File: src/owu_pkg.sv
// ----------------------------------------------------------------------------
// owu_pkg
// Shared types, codes and reset values of the optimizer weight update block.
// ----------------------------------------------------------------------------
`default_nettype none

package owu_pkg;

  localparam int DATA_WIDTH_DEF = 32;
  localparam int FRAC_BITS_DEF  = 24;
  localparam int CFG_IDX_W      = 3;
  localparam int MODE_W         = 3;

  // update rules; codes five to seven pass everything through
  typedef enum logic [MODE_W-1:0] {
    MODE_SGD      = 3'd0,
    MODE_MOMENTUM = 3'd1,
    MODE_ADAGRAD  = 3'd2,
    MODE_RMSPROP  = 3'd3,
    MODE_ADAM     = 3'd4
  } mode_e;

  typedef enum logic [CFG_IDX_W-1:0] {
    REG_MODE          = 3'd0,
    REG_LEARNING_RATE = 3'd1,
    REG_WEIGHT_DECAY  = 3'd2,
    REG_MOMENTUM_COEF = 3'd3,
    REG_SQUARE_COEF   = 3'd4,
    REG_EPSILON       = 3'd5
  } cfg_idx_e;

  // reset values, Q0.24 / Q8.24 units
  localparam logic [23:0] LEARNING_RATE_RST = 24'd16777;
  localparam logic [23:0] WEIGHT_DECAY_RST  = 24'd0;
  localparam logic [23:0] MOMENTUM_COEF_RST = 24'd15099494;
  localparam logic [23:0] SQUARE_COEF_RST   = 24'd16760439;
  localparam logic [23:0] EPSILON_RST       = 24'd1;

  // pipeline control handed to the pipelined arithmetic units
  typedef struct packed {
    logic en;
    logic valid;
  } stage_ctrl_t;

endpackage

`default_nettype wire

File: src/owu_sqrt.sv
// ----------------------------------------------------------------------------
// owu_sqrt
// Pipelined floor square root, one root bit per register stage.
// ----------------------------------------------------------------------------
`default_nettype none

module owu_sqrt import owu_pkg::*; #(
  parameter int  IN_W = 56,
  parameter int  SB_W = 1,
  localparam int RW   = (IN_W + 1) / 2
) (
  input  wire logic              clk_i,
  input  wire logic              rst_ni,
  input  wire stage_ctrl_t       ctrl_i,
  input  wire logic [IN_W-1:0]   rad_i,
  input  wire logic [SB_W-1:0]   sb_i,
  output logic                   valid_o,
  output logic [RW-1:0]          root_o,
  output logic [SB_W-1:0]        sb_o
);

  localparam int XE = 2 * RW;

  logic [XE-1:0]   x_q    [RW];
  logic [RW+1:0]   rem_q  [RW];
  logic [RW-1:0]   root_q [RW];
  logic            vld_q  [RW];
  logic [SB_W-1:0] sb_q   [RW];

  for (genvar k = 0; k < RW; k++) begin : g_stage
    logic [XE-1:0]   x_in;
    logic [RW+1:0]   rem_in;
    logic [RW-1:0]   root_in;
    logic            vld_in;
    logic [SB_W-1:0] sb_in;
    logic [RW+1:0]   rem_sh;
    logic [RW+1:0]   trial;
    logic            ge;

    if (k == 0) begin : g_first
      assign x_in    = XE'(rad_i);
      assign rem_in  = '0;
      assign root_in = '0;
      assign vld_in  = ctrl_i.valid;
      assign sb_in   = sb_i;
    end else begin : g_next
      assign x_in    = x_q[k-1];
      assign rem_in  = rem_q[k-1];
      assign root_in = root_q[k-1];
      assign vld_in  = vld_q[k-1];
      assign sb_in   = sb_q[k-1];
    end

    // bring down the next two radicand bits, try root*4+1
    assign rem_sh = {rem_in[RW-1:0], x_in[XE-1 -: 2]};
    assign trial  = {root_in, 2'b01};
    assign ge     = (rem_sh >= trial);

    always_ff @(posedge clk_i or negedge rst_ni) begin
      if (!rst_ni) begin
        vld_q[k] <= 1'b0;
      end else if (ctrl_i.en) begin
        vld_q[k] <= vld_in;
      end
    end

    always_ff @(posedge clk_i) begin
      if (ctrl_i.en) begin
        x_q[k]    <= x_in << 2;
        rem_q[k]  <= ge ? (rem_sh - trial) : rem_sh;
        root_q[k] <= {root_in[RW-2:0], ge};
        sb_q[k]   <= sb_in;
      end
    end
  end

  assign valid_o = vld_q[RW-1];
  assign root_o  = root_q[RW-1];
  assign sb_o    = sb_q[RW-1];

endmodule

`default_nettype wire

File: config.mk
export PLATFORM = sky130hd
export DESIGN_NAME = owu_sqrt
export DESIGN_NICKNAME = d
export VERILOG_FILES = /design/src/owu_pkg.sv /design/src/owu_sqrt.sv
export SDC_FILE = /design/constraint.sdc
export NUM_CORES = 2
export LEC_CHECK = 0
export ABC_CLOCK_PERIOD_IN_PS = 5620
export BUFFER_PORTS_ARGS = -buffer_cell sky130_fd_sc_hd__buf_4
export CAP_MARGIN = 10
export CORE_MARGIN = 2
export CORE_UTILIZATION = 65
export CTS_BUF_LIST = sky130_fd_sc_hd__clkbuf_8
export CTS_CLUSTER_DIAMETER = 60
export DETAILED_ROUTE_END_ITERATION = 8
export GPL_TIMING_DRIVEN = 0
export PLACE_DENSITY = 0.82
export SYNTH_ARGS = -nofsm -noshare
export SYNTH_HDL_FRONTEND = slang
export SYNTH_SLANG_ARGS = --single-unit
File: constraint.sdc
create_clock -name clk_i -period 5.62 [get_ports clk_i]
set_input_delay 0.843 -clock clk_i [delete_from_list [all_inputs] [get_ports clk_i]]
set_output_delay 0.843 -clock clk_i [all_outputs]
set_load 0.02 [all_outputs]
==> report_table.html <==
<table>
<tr><th>Metric</th><th>Value</th></tr>
<tr><th colspan="2">Setup path</th></tr>
<tr><td>Reg-to-reg startpoint</td><td>x_q[1][269]$_DFFE_PP_</td></tr>
<tr><td>Data arrival at the endpoint of the critical path</td><td>5330 ps</td></tr>
<tr><td>Crit path launch type</td><td>flop</td></tr>
<tr><td>Slack of the worst reg-to-reg path</td><td>around 940 ps</td></tr>
<tr><td>Critical-path maximum fanout</td><td>10</td></tr>
<tr><td>Critical path endpoint category</td><td>flop</td></tr>
<tr><td>Depth of the most critical reg-to-reg path</td><td>13</td></tr>
<tr><td>Category of the most critical setup path</td><td>reg2reg</td></tr>
<tr><td>Required time worst endpoint</td><td>6270 ps</td></tr>
<tr><td>Worst r2r dst</td><td>rem_q[2][172]$_DFFE_PP_</td></tr>
<tr><th colspan="2">Power</th></tr>
<tr><td>Internal Power</td><td>~27000 uW</td></tr>
<tr><td>Switching portion of total power</td><td>roughly 29%</td></tr>
<tr><td>Seq pwr share</td><td>50.8%</td></tr>
<tr><td>Part of the power in combinational logic</td><td>20.2%</td></tr>
<tr><td>Net Switching</td><td>10870 uW</td></tr>
<tr><td>Clock share of power</td><td>29.0%</td></tr>
<tr><td>Pleak</td><td>0.03822 uW</td></tr>
<tr><td>Total power</td><td>38140 uW</td></tr>
<tr><td>Power Density</td><td>around 390 nW/um^2</td></tr>
<tr><td>Maximum VDD drop</td><td>0.0003751 V</td></tr>
<tr><th colspan="2">Clocking</th></tr>
<tr><td>Clock transition time at the flip-flop clock pins of the worst setup and hold paths</td><td>60 ps</td></tr>
<tr><td>Sinks on the clock net</td><td>1937</td></tr>
<tr><td>Post-CTS setup buffer count</td><td>0</td></tr>
<tr><td>Maximum buffer depth of the clock tree</td><td>4</td></tr>
<tr><td>Clk Latency, worst-skew pair</td><td>roughly 1000 ps</td></tr>
<tr><td>Gates resized, CTS repair</td><td>0</td></tr>
<tr><td>Clock Tree Root</td><td>sky130_fd_sc_hd__clkbuf_8</td></tr>
<tr><td>Number of buffers created by CTS</td><td>322</td></tr>
<tr><td>Maximum level of the CTS H-tree</td><td>5</td></tr>
<tr><td>TritonCTS clock tree</td><td>built</td></tr>
<tr><th colspan="2">Yosys</th></tr>
<tr><td>Yosys Warn Count</td><td>0</td></tr>
<tr><td>Predominant post-synthesis flop cell</td><td>sky130_fd_sc_hd__edfxtp_1</td></tr>
<tr><td>Sequential-to-total area share from yosys stat</td><td>65.51%</td></tr>
<tr><td>Synthesized area divided by synthesized cell count</td><td>between 10 and 15 sq um</td></tr>
<tr><td>Synth top area cells</td><td>sky130_fd_sc_hd__edfxtp_1, sky130_fd_sc_hd__ha_1, sky130_fd_sc_hd__xnor2_1</td></tr>
<tr><td>Gate Count Post-Synth</td><td>approximately 6700</td></tr>
<tr><td>Number of enable-type register cells in the synthesized netlist</td><td>1909</td></tr>
<tr><td>Cell accounting for the most synthesized area</td><td>sky130_fd_sc_hd__edfxtp_1</td></tr>
<tr><td>Fraction of synthesized cell area taken by the top area cell type</td><td>64.72%</td></tr>
<tr><td>Nets in the synthesized netlist</td><td>slightly above 7000</td></tr>
<tr><td>Area of the mapped netlist</td><td>88570 sq um</td></tr>
<tr><td>Number of synthesized register bits</td><td>1937</td></tr>
<tr><td>FFs w/ async S/R, synth</td><td>under 10%</td></tr>
<tr><td>Count of different cell masters after synthesis</td><td>90</td></tr>
<tr><th colspan="2">Layout</th></tr>
<tr><td>Cell area after layout</td><td>roughly 98000 sq um</td></tr>
<tr><td>Commonest non-fill, non-tap cell in the layout</td><td>sky130_fd_sc_hd__edfxtp_1</td></tr>
<tr><td>Total number of nets in the final design</td><td>7693</td></tr>
<tr><td>Commonest non-fill, non-tap cells in the layout</td><td>sky130_fd_sc_hd__edfxtp_1, sky130_fd_sc_hd__inv_1, sky130_fd_sc_hd__nand2_1</td></tr>
<tr><td>Syn-to-layout area delta</td><td>10.58%</td></tr>
<tr><td>Filler cell count</td><td>8621</td></tr>
<tr><td>Fraction of layout instances using a drive strength above 1</td><td>8.607%</td></tr>
<tr><th colspan="2">Floorplan</th></tr>
<tr><td>Die outline height</td><td>roughly 370 um</td></tr>
<tr><td>Die width</td><td>373.1 um</td></tr>
<tr><td>Die footprint</td><td>139200 sq um</td></tr>
<tr><td>Area of the core region</td><td>135300 sq um</td></tr>
<tr><td>I/O pin count</td><td>slightly above 90</td></tr>
<tr><td>Number of core rows</td><td>135</td></tr>
<tr><td>Starting Density</td><td>65.47%</td></tr>
<tr><th colspan="2">Global routing</th></tr>
<tr><td>Vias in the first global route</td><td>53440</td></tr>
<tr><td>GR Util All Layers</td><td>around 25%</td></tr>
<tr><td>Pin count of the biggest net entering global routing</td><td>207</td></tr>
<tr><td>Global-route wire length before repair</td><td>roughly 280000 um</td></tr>
<tr><td>Initial antenna violation count</td><td>1</td></tr>
<tr><td>Residual overflow from global routing</td><td>0</td></tr>
<tr><th colspan="2">Route</th></tr>
<tr><td>Remaining antenna violation count</td><td>0</td></tr>
<tr><td>First-iteration detailed-routing DRC count</td><td>~4600</td></tr>
<tr><td>WL final</td><td>174500 um</td></tr>
<tr><td>Via count of the routed design</td><td>53870</td></tr>
<tr><td>1st-pass router iterations</td><td>7</td></tr>
<tr><td>Remaining DRCs</td><td>0</td></tr>
<tr><td>Average wire length per cell after detail routing</td><td>about 19 um</td></tr>
<tr><td>Number of vias per cell</td><td>5.851</td></tr>
<tr><th colspan="2">Min path</th></tr>
<tr><td>Startpoint of the tightest hold check path</td><td>ctrl_i[0]</td></tr>
<tr><td>Number of cells on the worst hold path</td><td>2</td></tr>
<tr><td>Endpoint of the worst hold-timing path</td><td>g_stage[1].vld_in$_DFFE_PN0P_</td></tr>
<tr><td>Hold Path Class</td><td>in2reg</td></tr>
<tr><th colspan="2">Placement</th></tr>
<tr><td>Routability cong.</td><td>just over 0.9</td></tr>
<tr><td>Quantity of I/O buffers inserted on ports</td><td>90</td></tr>
<tr><td>Total placed instance area</td><td>91770 sq um</td></tr>
<tr><td>Post-detail-place hpwl</td><td>121600 um</td></tr>
<tr><th colspan="2">Timing</th></tr>
<tr><td>Count of pins over their slew limit</td><td>0</td></tr>
<tr><td>Maximum clock skew at final layout</td><td>~69 ps</td></tr>
<tr><td>Tmin final</td><td>between 4000 and 5000 ps</td></tr>
<tr><td>Achievable frequency</td><td>about 0.21 GHz</td></tr>
<tr><td>Post-Route Hold Slack</td><td>100.6 ps</td></tr>
<tr><td>Worst-case headroom to the max-slew limit</td><td>25.04%</td></tr>
<tr><td>Finish-stage setup viols</td><td>0</td></tr>
<tr><td>Worst Tran Pin Value</td><td>1124 ps</td></tr>
<tr><td>Unrepaired setup endpoints after global routing</td><td>no</td></tr>
<tr><td>Final hold viol count</td><td>0</td></tr>
<tr><td>Post-route clock period utilization</td><td>a little over four fifths</td></tr>
<tr><td>Setup TNS</td><td>0 ps</td></tr>
<tr><th colspan="2">Run status</th></tr>
<tr><td>Status</td><td>finished clean</td></tr>
<tr><th colspan="2">Run</th></tr>
<tr><td>Number of max-cap violations</td><td>0</td></tr>
</table>
## flip-flops by register name, summed over array words and instances (netlist names)
register	flops
valid_o	1
root_q	406
sb_q	28
g_stage.vld_in	27
rem_q	719
x_q	756
## worst max-delay path, stage by stage (launching register included)
cell and delay, ps:
sky130_fd_sc_hd__edfxtp_1 480, sky130_fd_sc_hd__inv_1 150, sky130_fd_sc_hd__ha_1 210, sky130_fd_sc_hd__nor2b_1 60, sky130_fd_sc_hd__o21ai_0 230, sky130_fd_sc_hd__a21oi_1 130
sky130_fd_sc_hd__o21ai_0 270, sky130_fd_sc_hd__a21oi_1 190, sky130_fd_sc_hd__o311ai_0 830, sky130_fd_sc_hd__nand2_1 250, sky130_fd_sc_hd__a311oi_1 630, sky130_fd_sc_hd__buf_2 400
sky130_fd_sc_hd__buf_2 360, sky130_fd_sc_hd__o21ai_0 180
## power by group through the flow
| stage | registers [uW] | clock network, uW | logic [uW] |
|---|---|---|---|
| after detailed placement | 19700 | 0 | 7530 |
| after global placement | 20000 | 0 | 7350 |
| final | 19400 | 11000 | 7700 |
| after floorplan | 19200 | 0 | 5690 |
| after global routing | 19600 | 11900 | 8580 |
| after CTS | 19400 | 11300 | 7640 |
## how the worst max path moves through the flow
stage / cells past startpoint / end / slack [ps] / startpoint
final: 13 / rem_q[2][172]$_DFFE_PP_ / 940 / x_q[1][269]$_DFFE_PP_
after global routing: 12 / rem_q[2][171]$_DFFE_PP_ / 660 / rem_q[2][120]$_DFFE_PP_
after CTS: 12 / rem_q[2][171]$_DFFE_PP_ / 1010 / rem_q[2][120]$_DFFE_PP_
after detailed placement: 5 / x_q[1][262]$_DFFE_PP_ / 680 / ctrl_i[1]
after global placement: 1 / x_q[1][262]$_DFFE_PP_ / -12340 / ctrl_i[1]
after floorplan: 13 / rem_q[3][80]$_DFFE_PP_ / 2170 / rem_q[3][30]$_DFFE_PP_
## cells in the mapped netlist (94+ instances only)
cell type / number
sky130_fd_sc_hd__xor2_1: 282
sky130_fd_sc_hd__a21o_1: 164
sky130_fd_sc_hd__o21ai_0: 373
sky130_fd_sc_hd__clkbuf_1: 94
sky130_fd_sc_hd__nor3_1: 171
sky130_fd_sc_hd__xnor2_1: 288
sky130_fd_sc_hd__ha_1: 436
sky130_fd_sc_hd__inv_1: 557
sky130_fd_sc_hd__nand3_1: 103
sky130_fd_sc_hd__nand2_1: 498
sky130_fd_sc_hd__a21oi_1: 353
sky130_fd_sc_hd__nor2_1: 375
sky130_fd_sc_hd__edfxtp_1: 1909
## final cells by class
cell class / count / area (sq um) / area share [%]
Buffer: 122 / 480.5 / 0.4905
Inverter: 558 / 2095 / 2.138
Timing Repair Buffer: 156 / 1531 / 1.564
Multi-Input combinational cell: 4099 / 27970 / 28.56
Sequential cell: 1937 / 58030 / 59.24
Clock inverter: 222 / 1065 / 1.087
Tap cell: 1781 / 2228 / 2.275
Clock buffer: 330 / 4542 / 4.637
Antenna cell: 2 / 5.005 / 0.005110
## repair_timing
item / in CTS / in global routing
hold endpoints to repair: 83 / 0
hold buffers: 56 / 0
endpoints found under the setup margin: 0 / 0
## layer usage
layer	wire [um]	share of wire (%)	track usage, %
met1	70920	41	31.44
met4	6002	3.4	9.994
met5	0	0	0
met3	8758	5.0	3.599
met2	88800	51	43.68
## through the flow
stage / worst slack, ps / utilization [%] / instances
floorplan: 2173 / - / 6716
global placement: -12340 / 67.61 / 8587
detailed placement: 676.3 / 67.83 / 8597
CTS: 1005 / 72.39 / 9205
global route: 664.3 / 72.39 / 9207
finish: 939.9 / 72.39 / 9207
## kinds of logic (layout without fill, tap and decap cells)
family / count (synthesis) / count (layout) / synth area share, %
mux: 101 / 101 / 1.273
buf+inv: 680 / 1388 / 2.907
flops: 1937 / 1937 / 65.51
simple gates: 1685 / 1685 / 9.313
fa+ha+maj: 436 / 436 / 6.159
other cells: 1 / 3 / 0.004234
compound gates: 1305 / 1305 / 9.179
xor+xnor: 571 / 571 / 5.655
No activity file was read; power rests on OpenSTA's default activity.
